## src/rtl/bes_pkg.sv

```systemverilog
// Shared constants, types and the arctangent table for the elevation solver.
// No dependencies; imported by every module of the block.
package bes_pkg;

    localparam int CordicIterDef = 16;
    localparam int CordicMax     = 32;
    localparam int ValW          = 64;  // CORDIC x/y datapath width (signed)
    localparam int ZW            = 28;  // angle accumulator, degrees * 2^20
    localparam int DiscW         = 96;  // discriminant width (unsigned)
    localparam int RootW         = 48;  // square-root result width
    localparam int ElevW         = 18;
    localparam int ElevLimit     = 92160;
    localparam int UnreachAngle  = -1024;

    localparam logic [15:0] GravityRst  = 16'd9800;
    localparam logic [15:0] DeadZoneRst = 16'd65535;
    localparam logic [15:0] SlopeRst    = 16'd0;

    localparam logic [1:0] RegGravity  = 2'd0;
    localparam logic [1:0] RegDeadZone = 2'd1;
    localparam logic [1:0] RegSlope    = 2'd2;

    // Per-item sideband carried down the pipeline
    typedef struct packed {
        logic ok;     // a real solution exists
        logic zero_g; // straight-line aim
    } t_flags;

    // atan(2^-i) in degrees * 2^20, rounded
    function automatic logic signed [ZW-1:0] atan_tab(input int idx);
        logic signed [ZW-1:0] t;
        begin
            case (idx)
                0: t = 28'sd47185920;  1: t = 28'sd27855475;
                2: t = 28'sd14718068;  3: t = 28'sd7471121;
                4: t = 28'sd3750058;   5: t = 28'sd1876857;
                6: t = 28'sd938658;    7: t = 28'sd469357;
                8: t = 28'sd234682;    9: t = 28'sd117342;
                10: t = 28'sd58671;    11: t = 28'sd29335;
                12: t = 28'sd14668;    13: t = 28'sd7334;
                14: t = 28'sd3667;     15: t = 28'sd1833;
                16: t = 28'sd917;      17: t = 28'sd458;
                18: t = 28'sd229;      19: t = 28'sd115;
                20: t = 28'sd57;       21: t = 28'sd29;
                22: t = 28'sd14;       23: t = 28'sd7;
                24: t = 28'sd4;        25: t = 28'sd2;
                26: t = 28'sd1;
                default: t = '0;
            endcase
            return t;
        end
    endfunction

endpackage

```

## src/rtl/bes_sqrt_cell.sv

```systemverilog
// One restoring square-root cell: decides one result bit per cycle-stage.
// Depends on bes_pkg.
module bes_sqrt_cell import bes_pkg::*; #(
    parameter int BIT = 47
) (
    input  logic                    i_clk,
    input  logic                    i_en,
    input  logic [DiscW-1:0]        i_rem,
    input  logic [RootW-1:0]        i_root,
    input  logic [ValW-1:0]         i_bv,
    input  logic [ValW-1:0]         i_gd,
    input  t_flags                  i_flags,
    output logic [DiscW-1:0]        o_rem,
    output logic [RootW-1:0]        o_root,
    output logic [ValW-1:0]         o_bv,
    output logic [ValW-1:0]         o_gd,
    output t_flags                  o_flags
);
    // (r + b)^2 - r^2 = 2rb + b^2 ; compare against remaining value
    logic [DiscW-1:0] w_try;
    logic             w_take;

    assign w_try  = ({{(DiscW-RootW){1'b0}}, i_root} << (BIT + 1))
                  + ({{(DiscW-1){1'b0}}, 1'b1} << (2 * BIT));
    assign w_take = (w_try <= i_rem);

    // Advance one bit position
    always_ff @(posedge i_clk) begin
        if (i_en) begin
            o_rem   <= w_take ? i_rem - w_try : i_rem;
            o_root  <= w_take ? (i_root | (RootW'(1) << BIT)) : i_root;
            o_bv    <= i_bv;
            o_gd    <= i_gd;
            o_flags <= i_flags;
        end
    end
endmodule

```

## config.mk

```make
export PLATFORM = sky130hd
export DESIGN_NAME = bes_sqrt_cell
export DESIGN_NICKNAME = d
export VERILOG_FILES = /design/src/rtl/bes_pkg.sv /design/src/rtl/bes_sqrt_cell.sv
export SDC_FILE = /design/constraint.sdc
export NUM_CORES = 1
export LEC_CHECK = 0
export ABC_AREA = 1
export BUFFER_PORTS_ARGS = -buffer_cell sky130_fd_sc_hd__buf_4
export CAP_MARGIN = 10
export CORE_AREA = 2 2 215 217
export DETAILED_ROUTE_END_ITERATION = 12
export DIE_AREA = 0 0 217 219
export PLACE_DENSITY = 0.64
export SKIP_LAST_GASP = 1
export SLEW_MARGIN = 20
export SYNTH_ARGS = -nofsm -noshare
export SYNTH_HDL_FRONTEND = slang
export SYNTH_SLANG_ARGS = --single-unit
```

## constraint.sdc

```tcl
create_clock -name i_clk -period 2.45 [get_ports i_clk]
set_input_delay 0.245 -clock i_clk [delete_from_list [all_inputs] [get_ports i_clk]]
set_output_delay 0.245 -clock i_clk [all_outputs]
set_load 0.01 [all_outputs]
```

==> metrics.txt <==
status=completed; VDD IR-drop max=452 uV; die area=47500 um^2; WP data required=2.74 ns; commonest cells after routing, fill and taps aside=608 x buf_4, 479 x nand2_1, 278 x inv_1; hold path startpoint=i_rem[70]; Mean Syn Cell Area=9.55 um^2; Critical-path top delay cell=dlygate4sd3_1; Cell Pwr Density=636 nW/um^2; Congestion Overflow GR=0; fin area=23500 um^2; Die X=217 um; CP endpoint kind=flop; fraction of the yosys area taken by sequential cells=59.0%; filler instances=4137; placed inst area=19200 um^2; fin crit period=2.38 ns; hold path endpoint=o_rem[70]; GRT Overall Usage=26.3%; Crit path max-delay family=buffers and inverters; Slew HR=69.8%; via count=13.5k; number of clock sinks=274; syn nets=1784; initial core utilization=30.9%; wire length per cell=22.0 um; CORE AREA=45100 um^2; Tcrit/Tclk final=97.1%; Clock transition at path regs=0.06 ns; Max Clock Freq=420 MHz; unrepaired setup endpoints after global routing=yes; DR pass1 iterations=5; Cell Chain, Critical Path=dlygate4sd3_1 -> buf_4 -> inv_1 -> ha_2 -> nand2_2 -> nor2_4 -> inv_2 -> nor2_4 -> nand2_1 -> inv_2 -> nand3_4 -> buf_8 -> nand3_2 -> nand2_1; Antenna Violating Nets Remaining=0; Num CTS Buffers=35; cell area after synthesis=13900 um^2; Worst Hold Depth=3; critical path class=in -> reg; CTS root buf=clkbuf_16; Placer Congestion=0.948; vias in the first global route=13.8k; Yosys reg bits=274; EDFF count, synth=274; row count=78; global-route wire length before repair=90400 um; maxcap violations=0; final net count=2684; TritonCTS clock tree=yes; Cells after Synth=1459; endpoints failing hold=0; CP Buf/Inv Count=6; worst-margin pin slew=0.453 ns; Final Max Tran Viols=0; static leakage=11.2 nW; Synth cell types=34; setup TNS=0 ns; Multi-input gate area=4800 um^2; final setup violation count=0; DPL Wire Length=49900 um; CTS HTree Levels=2; share of layout cells above drive strength 1=34.3%; commonest non-fill, non-tap cell in the layout=buf_4; P&R area growth vs syn=68.6%; ys flop type=edfxtp_1; CP max FO=11; CTS Buffer Depth=3; DRC Markers=0; FF/Latch Area=8230 um^2; Ports=550; Synth async-reset ratio=0%; yosys warns=0; vias per cell=4.52; initial antenna violation count=19; Crit path arrival time=2.67 ns; final wirelength=66000 um; starting DRC count in detailed routing=791; Largest stage delay, worst path=0.53 ns; largest net degree at the start of global routing=69; Die Y=219 um; min-delay worst type=in -> reg; CP Launch Type=input port; port bufs=549
## layout make-up
cell class,count,share of cell area (%)
tap,600,3.19
sequential,274,35.0
clock inverter,21,1.18
antenna,13,0.138
timing repair buffer,877,31.5
multi-input combinational,879,20.4
inverter,292,4.67
clock buffer,40,3.90
## sequential cells by signal (all words and copies together) (netlist names)
signal   flops
o_bv        64
o_flags      2
o_rem       96
o_gd        64
o_root      48
## worst max path at each step
stage                    start        end  depth (start not counted)
floorplan            i_rem[48]  o_rem[80]                         14
global placement    i_root[25]  o_rem[89]                         13
detailed placement  i_root[17]  o_rem[85]                         14
CTS                 i_root[23]  o_rem[89]                         13
global route         i_rem[69]  o_rem[83]                         13
finish              i_root[30]  o_rem[89]                         14
## routing by layer
layer	wire, um	global-route usage, %	share of wire [%]	vias to the layer above
li1	-	-	-	6464
met1	26300	31.8	40	6392
met2	32600	45.5	49	554
met3	4720	6.49	7.2	115
met4	2340	9.45	3.5	8
met5	52	0	0.079	-
## kinds of logic after synthesis
| kind of cell | Yosys count | share of synthesized area (%) |
|---|---|---|
| AOI/OAI and AO/OA | 37 | 1.51 |
| xor gates and xnor gates | 24 | 1.51 |
| adders and majority gates | 49 | 4.45 |
| buffers and inverters | 306 | 9.21 |
| DFF | 274 | 59.0 |
| and+or+nand+nor | 769 | 24.3 |
## Yosys cell counts (4+ instances only)
master	instances	share of area, %
a21oi_1	27	0.97
buf_12	5	0.72
buf_4	4	0.22
buf_6	5	0.40
edfxtp_1	274	59
ha_1	48	4.3
inv_1	283	7.6
inv_2	8	0.22
nand2_1	490	13
nand2_2	13	0.58
nand3_1	70	2.5
nand3_2	42	3.0
nand4_1	16	0.72
nor2_1	120	3.2
xor2_1	22	1.4
## per-stage QoR
stage / hold WS [ns] / util, % / instances / setup WS [ns] / power [mW]
after floorplan: 0.344 / - / 1459 / 0.317 / 7.26
after global placement: 0.423 / 42.6 / 2658 / -0.0371 / 9.04
after detailed placement: 0.424 / 42.6 / 2658 / -0.0416 / 9.06
after CTS: 0.00161 / 50.9 / 2972 / 0.00948 / 14.9
after global routing: 0.0149 / 52.1 / 2993 / -0.0216 / 15.6
final: 0.0216 / 52.1 / 2996 / 0.0698 / 14.9
## power by group
group / switching [mW] / internal (mW)
clock network: 2.15 / 3.33
logic: 1.92 / 1.70
registers: 0.153 / 5.69
## what timing repair did
item	in CTS	in global routing
hold buffers	253	0
hold endpoints to repair	253	0
gates resized for setup	0	77
endpoints found under the setup margin	0	49
buffers inserted	0	5
No activity file was read; power rests on OpenSTA's default activity.
