==> config.mk <==
export PLATFORM = sky130hd
export DESIGN_NAME = bes_cordic_cell
export DESIGN_NICKNAME = d
export VERILOG_FILES = /design/src/rtl/bes_pkg.sv /design/src/rtl/bes_cordic_cell.sv
export SDC_FILE = /design/constraint.sdc
export NUM_CORES = 1
export LEC_CHECK = 0
export ABC_AREA = 1
export BUFFER_PORTS_ARGS = -buffer_cell sky130_fd_sc_hd__buf_2
export CAP_MARGIN = 20
export CORE_MARGIN = 2
export CORE_UTILIZATION = 25
export DETAILED_ROUTE_END_ITERATION = 6
export PLACE_DENSITY = 0.5
export SLEW_MARGIN = 20
export SYNTH_ARGS = -nofsm -noshare
export SYNTH_HDL_FRONTEND = slang
export SYNTH_SLANG_ARGS = --single-unit
==> constraint.sdc <==
create_clock -name i_clk -period 2.9 [get_ports i_clk]
set_input_delay 0.29 -clock i_clk [delete_from_list [all_inputs] [get_ports i_clk]]
set_output_delay 0.29 -clock i_clk [all_outputs]
set_load 0.005 [all_outputs]
==> src/rtl/bes_pkg.sv <==
// Shared constants, types and the arctangent table for the elevation solver.
// No dependencies; imported by every module of the block.
package bes_pkg;

    localparam int CordicIterDef = 16;
    localparam int CordicMax     = 32;
    localparam int ValW          = 64;  // CORDIC x/y datapath width (signed)
    localparam int ZW            = 28;  // angle accumulator, degrees * 2^20
    localparam int DiscW         = 96;  // discriminant width (unsigned)
    localparam int RootW         = 48;  // square-root result width
    localparam int ElevW         = 18;
    localparam int ElevLimit     = 92160;
    localparam int UnreachAngle  = -1024;

    localparam logic [15:0] GravityRst  = 16'd9800;
    localparam logic [15:0] DeadZoneRst = 16'd65535;
    localparam logic [15:0] SlopeRst    = 16'd0;

    localparam logic [1:0] RegGravity  = 2'd0;
    localparam logic [1:0] RegDeadZone = 2'd1;
    localparam logic [1:0] RegSlope    = 2'd2;

    // Per-item sideband carried down the pipeline
    typedef struct packed {
        logic ok;     // a real solution exists
        logic zero_g; // straight-line aim
    } t_flags;

    // atan(2^-i) in degrees * 2^20, rounded
    function automatic logic signed [ZW-1:0] atan_tab(input int idx);
        logic signed [ZW-1:0] t;
        begin
            case (idx)
                0: t = 28'sd47185920;  1: t = 28'sd27855475;
                2: t = 28'sd14718068;  3: t = 28'sd7471121;
                4: t = 28'sd3750058;   5: t = 28'sd1876857;
                6: t = 28'sd938658;    7: t = 28'sd469357;
                8: t = 28'sd234682;    9: t = 28'sd117342;
                10: t = 28'sd58671;    11: t = 28'sd29335;
                12: t = 28'sd14668;    13: t = 28'sd7334;
                14: t = 28'sd3667;     15: t = 28'sd1833;
                16: t = 28'sd917;      17: t = 28'sd458;
                18: t = 28'sd229;      19: t = 28'sd115;
                20: t = 28'sd57;       21: t = 28'sd29;
                22: t = 28'sd14;       23: t = 28'sd7;
                24: t = 28'sd4;        25: t = 28'sd2;
                26: t = 28'sd1;
                default: t = '0;
            endcase
            return t;
        end
    endfunction

endpackage

==> src/rtl/bes_cordic_cell.sv <==
// One CORDIC vectoring cell for two independent vectors (both roots).
// Depends on bes_pkg.
module bes_cordic_cell import bes_pkg::*; #(
    parameter int STEP = 0
) (
    input  logic                   i_clk,
    input  logic                   i_en,
    input  logic signed [ValW-1:0] i_x1,
    input  logic signed [ValW-1:0] i_y1,
    input  logic signed [ZW-1:0]   i_z1,
    input  logic signed [ValW-1:0] i_x2,
    input  logic signed [ValW-1:0] i_y2,
    input  logic signed [ZW-1:0]   i_z2,
    input  t_flags                 i_flags,
    output logic signed [ValW-1:0] o_x1,
    output logic signed [ValW-1:0] o_y1,
    output logic signed [ZW-1:0]   o_z1,
    output logic signed [ValW-1:0] o_x2,
    output logic signed [ValW-1:0] o_y2,
    output logic signed [ZW-1:0]   o_z2,
    output t_flags                 o_flags
);
    localparam logic signed [ZW-1:0] Ang = atan_tab(STEP);

    logic signed [ValW-1:0] w_xs1, w_ys1, w_xs2, w_ys2;
    assign w_xs1 = i_x1 >>> STEP;
    assign w_ys1 = i_y1 >>> STEP;
    assign w_xs2 = i_x2 >>> STEP;
    assign w_ys2 = i_y2 >>> STEP;

    // Rotate each vector toward the x axis
    always_ff @(posedge i_clk) begin
        if (i_en) begin
            if (!i_y1[ValW-1]) begin
                o_x1 <= i_x1 + w_ys1; o_y1 <= i_y1 - w_xs1; o_z1 <= i_z1 + Ang;
            end else begin
                o_x1 <= i_x1 - w_ys1; o_y1 <= i_y1 + w_xs1; o_z1 <= i_z1 - Ang;
            end
            if (!i_y2[ValW-1]) begin
                o_x2 <= i_x2 + w_ys2; o_y2 <= i_y2 - w_xs2; o_z2 <= i_z2 + Ang;
            end else begin
                o_x2 <= i_x2 - w_ys2; o_y2 <= i_y2 + w_xs2; o_z2 <= i_z2 - Ang;
            end
            o_flags <= i_flags;
        end
    end
endmodule

==> impl_metrics.ini <==
[clock_tree]
clk_path_buf_depth = 3
cts_resized = 0
cts_hold_buf = 47
htree_levels = 2
postCtsSetupBuffers = 0
cts_tree = yes
cts.clk_slew.worst_paths_ns = 0.06
cts.sinks = 312
cts_buffers = 45
cts-root-buf = clkbuf_16

[cells_and_area]
drive_gt1_share_pct = 18.83
syn2layout_area_growth_pct = 29.92
final_cell_area_um2 = 58750
nNetsFinal = 9904
filler_cell_count = 20277

[worst_hold_path]
hold_end = o_z2[27]
hold_path_depth = 3
min_from = i_z2[27]
hold_path_class = primary input to flip-flop

[timing]
finalCritPeriodShare_pct = 85.05
fmax_mhz = 405.4
relSlewSlack_pct = 44.81
tightest_slew_ns = 0.8208
finalMaxSlewViolations = 0
finalCriticalPeriod_ns = 2.467
finalHoldViolations = 0
grt_setup_unrepaired = no
setup-violations-final = 0

[die]
ioPinCount = 630
coreArea_um2 = 180200
start_util_pct = 25.10
rows = 156
die_h_um = 429.3
die_area_um2 = 184300
die_w_um = 429.3

[pwr]
power_leakage_nw = 33.19
ir_drop_v = 0.0004393
total_power_mw = 23.13
power_density_nw_per_um2 = 393.6

[logic_synthesis]
synth_most_common_cell = nand2_1
synth_edf_count = 312
async_flop_share_pct = 0
syn_nets = 8528
synthCells = 7786
synth_top_cell_by_area = nand2_1
ys_ff_latch = 312
yosysSeqAreaShare_pct = 20.72
ys.flop_type = edfxtp_1
netlist-cell-type-count = 45
synth_area_leaders = nand2_1, edfxtp_1, inv_1, ha_1, nand3_1
syn_avg_cell_area_um2 = 5.808
synth_area_um2 = 45220
synth_warnings = 0
synthTopCellsByCount = nand2_1, inv_1, nand3_1
netlist.area_leader.share_pct = 23.68

[global_routing]
grt_max_degree = 125
antenna_found_initial = 10
grt_overflow = 0
grt_pass1_wl_mm = 345.2
grt_usage_pct = 25.44
grt_pass1_vias = 52565

[critical_path]
end_kind = flip-flop
crit_fanout = 5
crit_type = primary input to flip-flop
worstSetupStartpointType = primary input
cp.arrival_ns = 2.82
cp.required_ns = 3.26

[drt]
drc_errors = 0
wl_per_cell_um = 20.99
ant_nets = 0
via_per_inst = 4.631
drtIter0Drc = 4198
vias = 53580
postRouteWirelength_mm = 242.9
drt_pass1_iterations = 6

[outcome]
outcome = complete, no violations

[placed_design]
place_congestion = 0.9930
hpwl_mm = 214.7
io_buffers = 629
place_area_um2 = 56800

[flow_run]
drv_cap = 0
layout by cell type (no fill, tap or decap), types with 47 or more instances in the layout:
master and instances:
a21oi_1 405, buf_2 626, buf_4 809, dlygate4sd3_1 47, edfxtp_1 312, ha_1 420, inv_1 1627, nand2_1 2853
nand3_1 622, nand4_1 78, nor2_1 510, nor2_2 63, o21ai_0 267, o21bai_1 75, xor2_1 91
power breakdown:
| group | internal (mW) | switching (mW) | leakage (nW) | total [mW] |
|---|---|---|---|---|
| Clock | 3.17 | 2.56 | 0.706 | 5.73 |
| Combinational | 4.04 | 7.19 | 29.4 | 11.2 |
| Sequential | 5.78 | 0.381 | 3.05 | 6.16 |
| Total | 13.0 | 10.1 | 33.2 | 23.1 |
cells by family after synthesis:
kind of cell               share of synthesized area (%)
DFF                                                20.72
muxes                                            0.02214
and+or+nand+nor                                    39.06
adders and majority gates                          11.89
AOI/OAI and AO/OA                                  10.08
xor gates and xnor gates                           1.976
buffers and inverters                              16.26
metrics by stage:
| step | worst slack, ns | hold slack [ns] | utilization [%] | instances | TNS, ns |
|---|---|---|---|---|---|
| 3_5_place_dp | -0.1911 | 0.4690 | 31.53 | 11438 | -1.692 |
| 5_1_grt | 0.3490 | 0.05758 | 32.61 | 11571 | 0 |
| 6_report | 0.4335 | 0.05638 | 32.61 | 11571 | 0 |
| 4_1_cts | 0.5357 | 0.01310 | 32.61 | 11569 | 0 |
| 2_1_floorplan | 0.5037 | 0.3889 | - | 7786 | 0 |
| 3_3_place_gp | -0.1869 | 0.4671 | 31.53 | 11438 | -1.766 |
worst max-delay path, cell delays in order:
cell and delay [ns]:
buf_2 0.14, inv_1 0.08, ha_1 0.39, nor2_1 0.15, inv_1 0.08, nor2_1 0.14
inv_1 0.14, nor4_1 0.63, buf_4 0.24, nand3_1 0.10, nand3_1 0.08, nand2_1 0.06
nand3_1 0.08, nand2_1 0.22
routing by layer:
metal / part of all wire (%) / wire [um] / GRT usage (%)
met1: 43 / 103400 / 31.33
met2: 47 / 113600 / 43.63
met3: 4.6 / 11180 / 2.625
met4: 6.1 / 14730 / 13.42
met5: 0.016 / 38 / 0
sequential cells by signal, indices dropped and copies added, names as in the netlist:
signal,count
o_x1,63
o_z2,28
o_y2,63
o_y1,64
o_x2,64
o_flags,2
o_z1,28
layout make-up:
| cell class | count | area [um^2] | share of cell area (%) |
|---|---|---|---|
| Clock inverter | 36 | 342.8 | 0.5835 |
| Inverter | 1656 | 6221 | 10.59 |
| Antenna cell | 2 | 5.005 | 0.008519 |
| Timing Repair Buffer | 1509 | 10210 | 17.38 |
| Sequential cell | 312 | 9369 | 15.95 |
| Clock buffer | 48 | 1137 | 1.936 |
| Multi-Input combinational cell | 5638 | 28500 | 48.51 |
| Tap cell | 2370 | 2965 | 5.047 |
worst max-delay path by stage:
stage / start / endpoint / slack [ns] / cells past startpoint
after floorplan: i_y1[63] / o_z1[27] / 0.50 / 13
after global placement: i_x2[32] / o_x2[48] / -0.19 / 14
after detailed placement: i_x2[32] / o_x2[48] / -0.19 / 14
after CTS: i_x2[32] / o_x2[48] / 0.54 / 14
after global routing: i_x2[32] / o_x2[48] / 0.35 / 14
final: i_x2[33] / o_x2[48] / 0.43 / 14
Power figures use the tool's default switching activity.
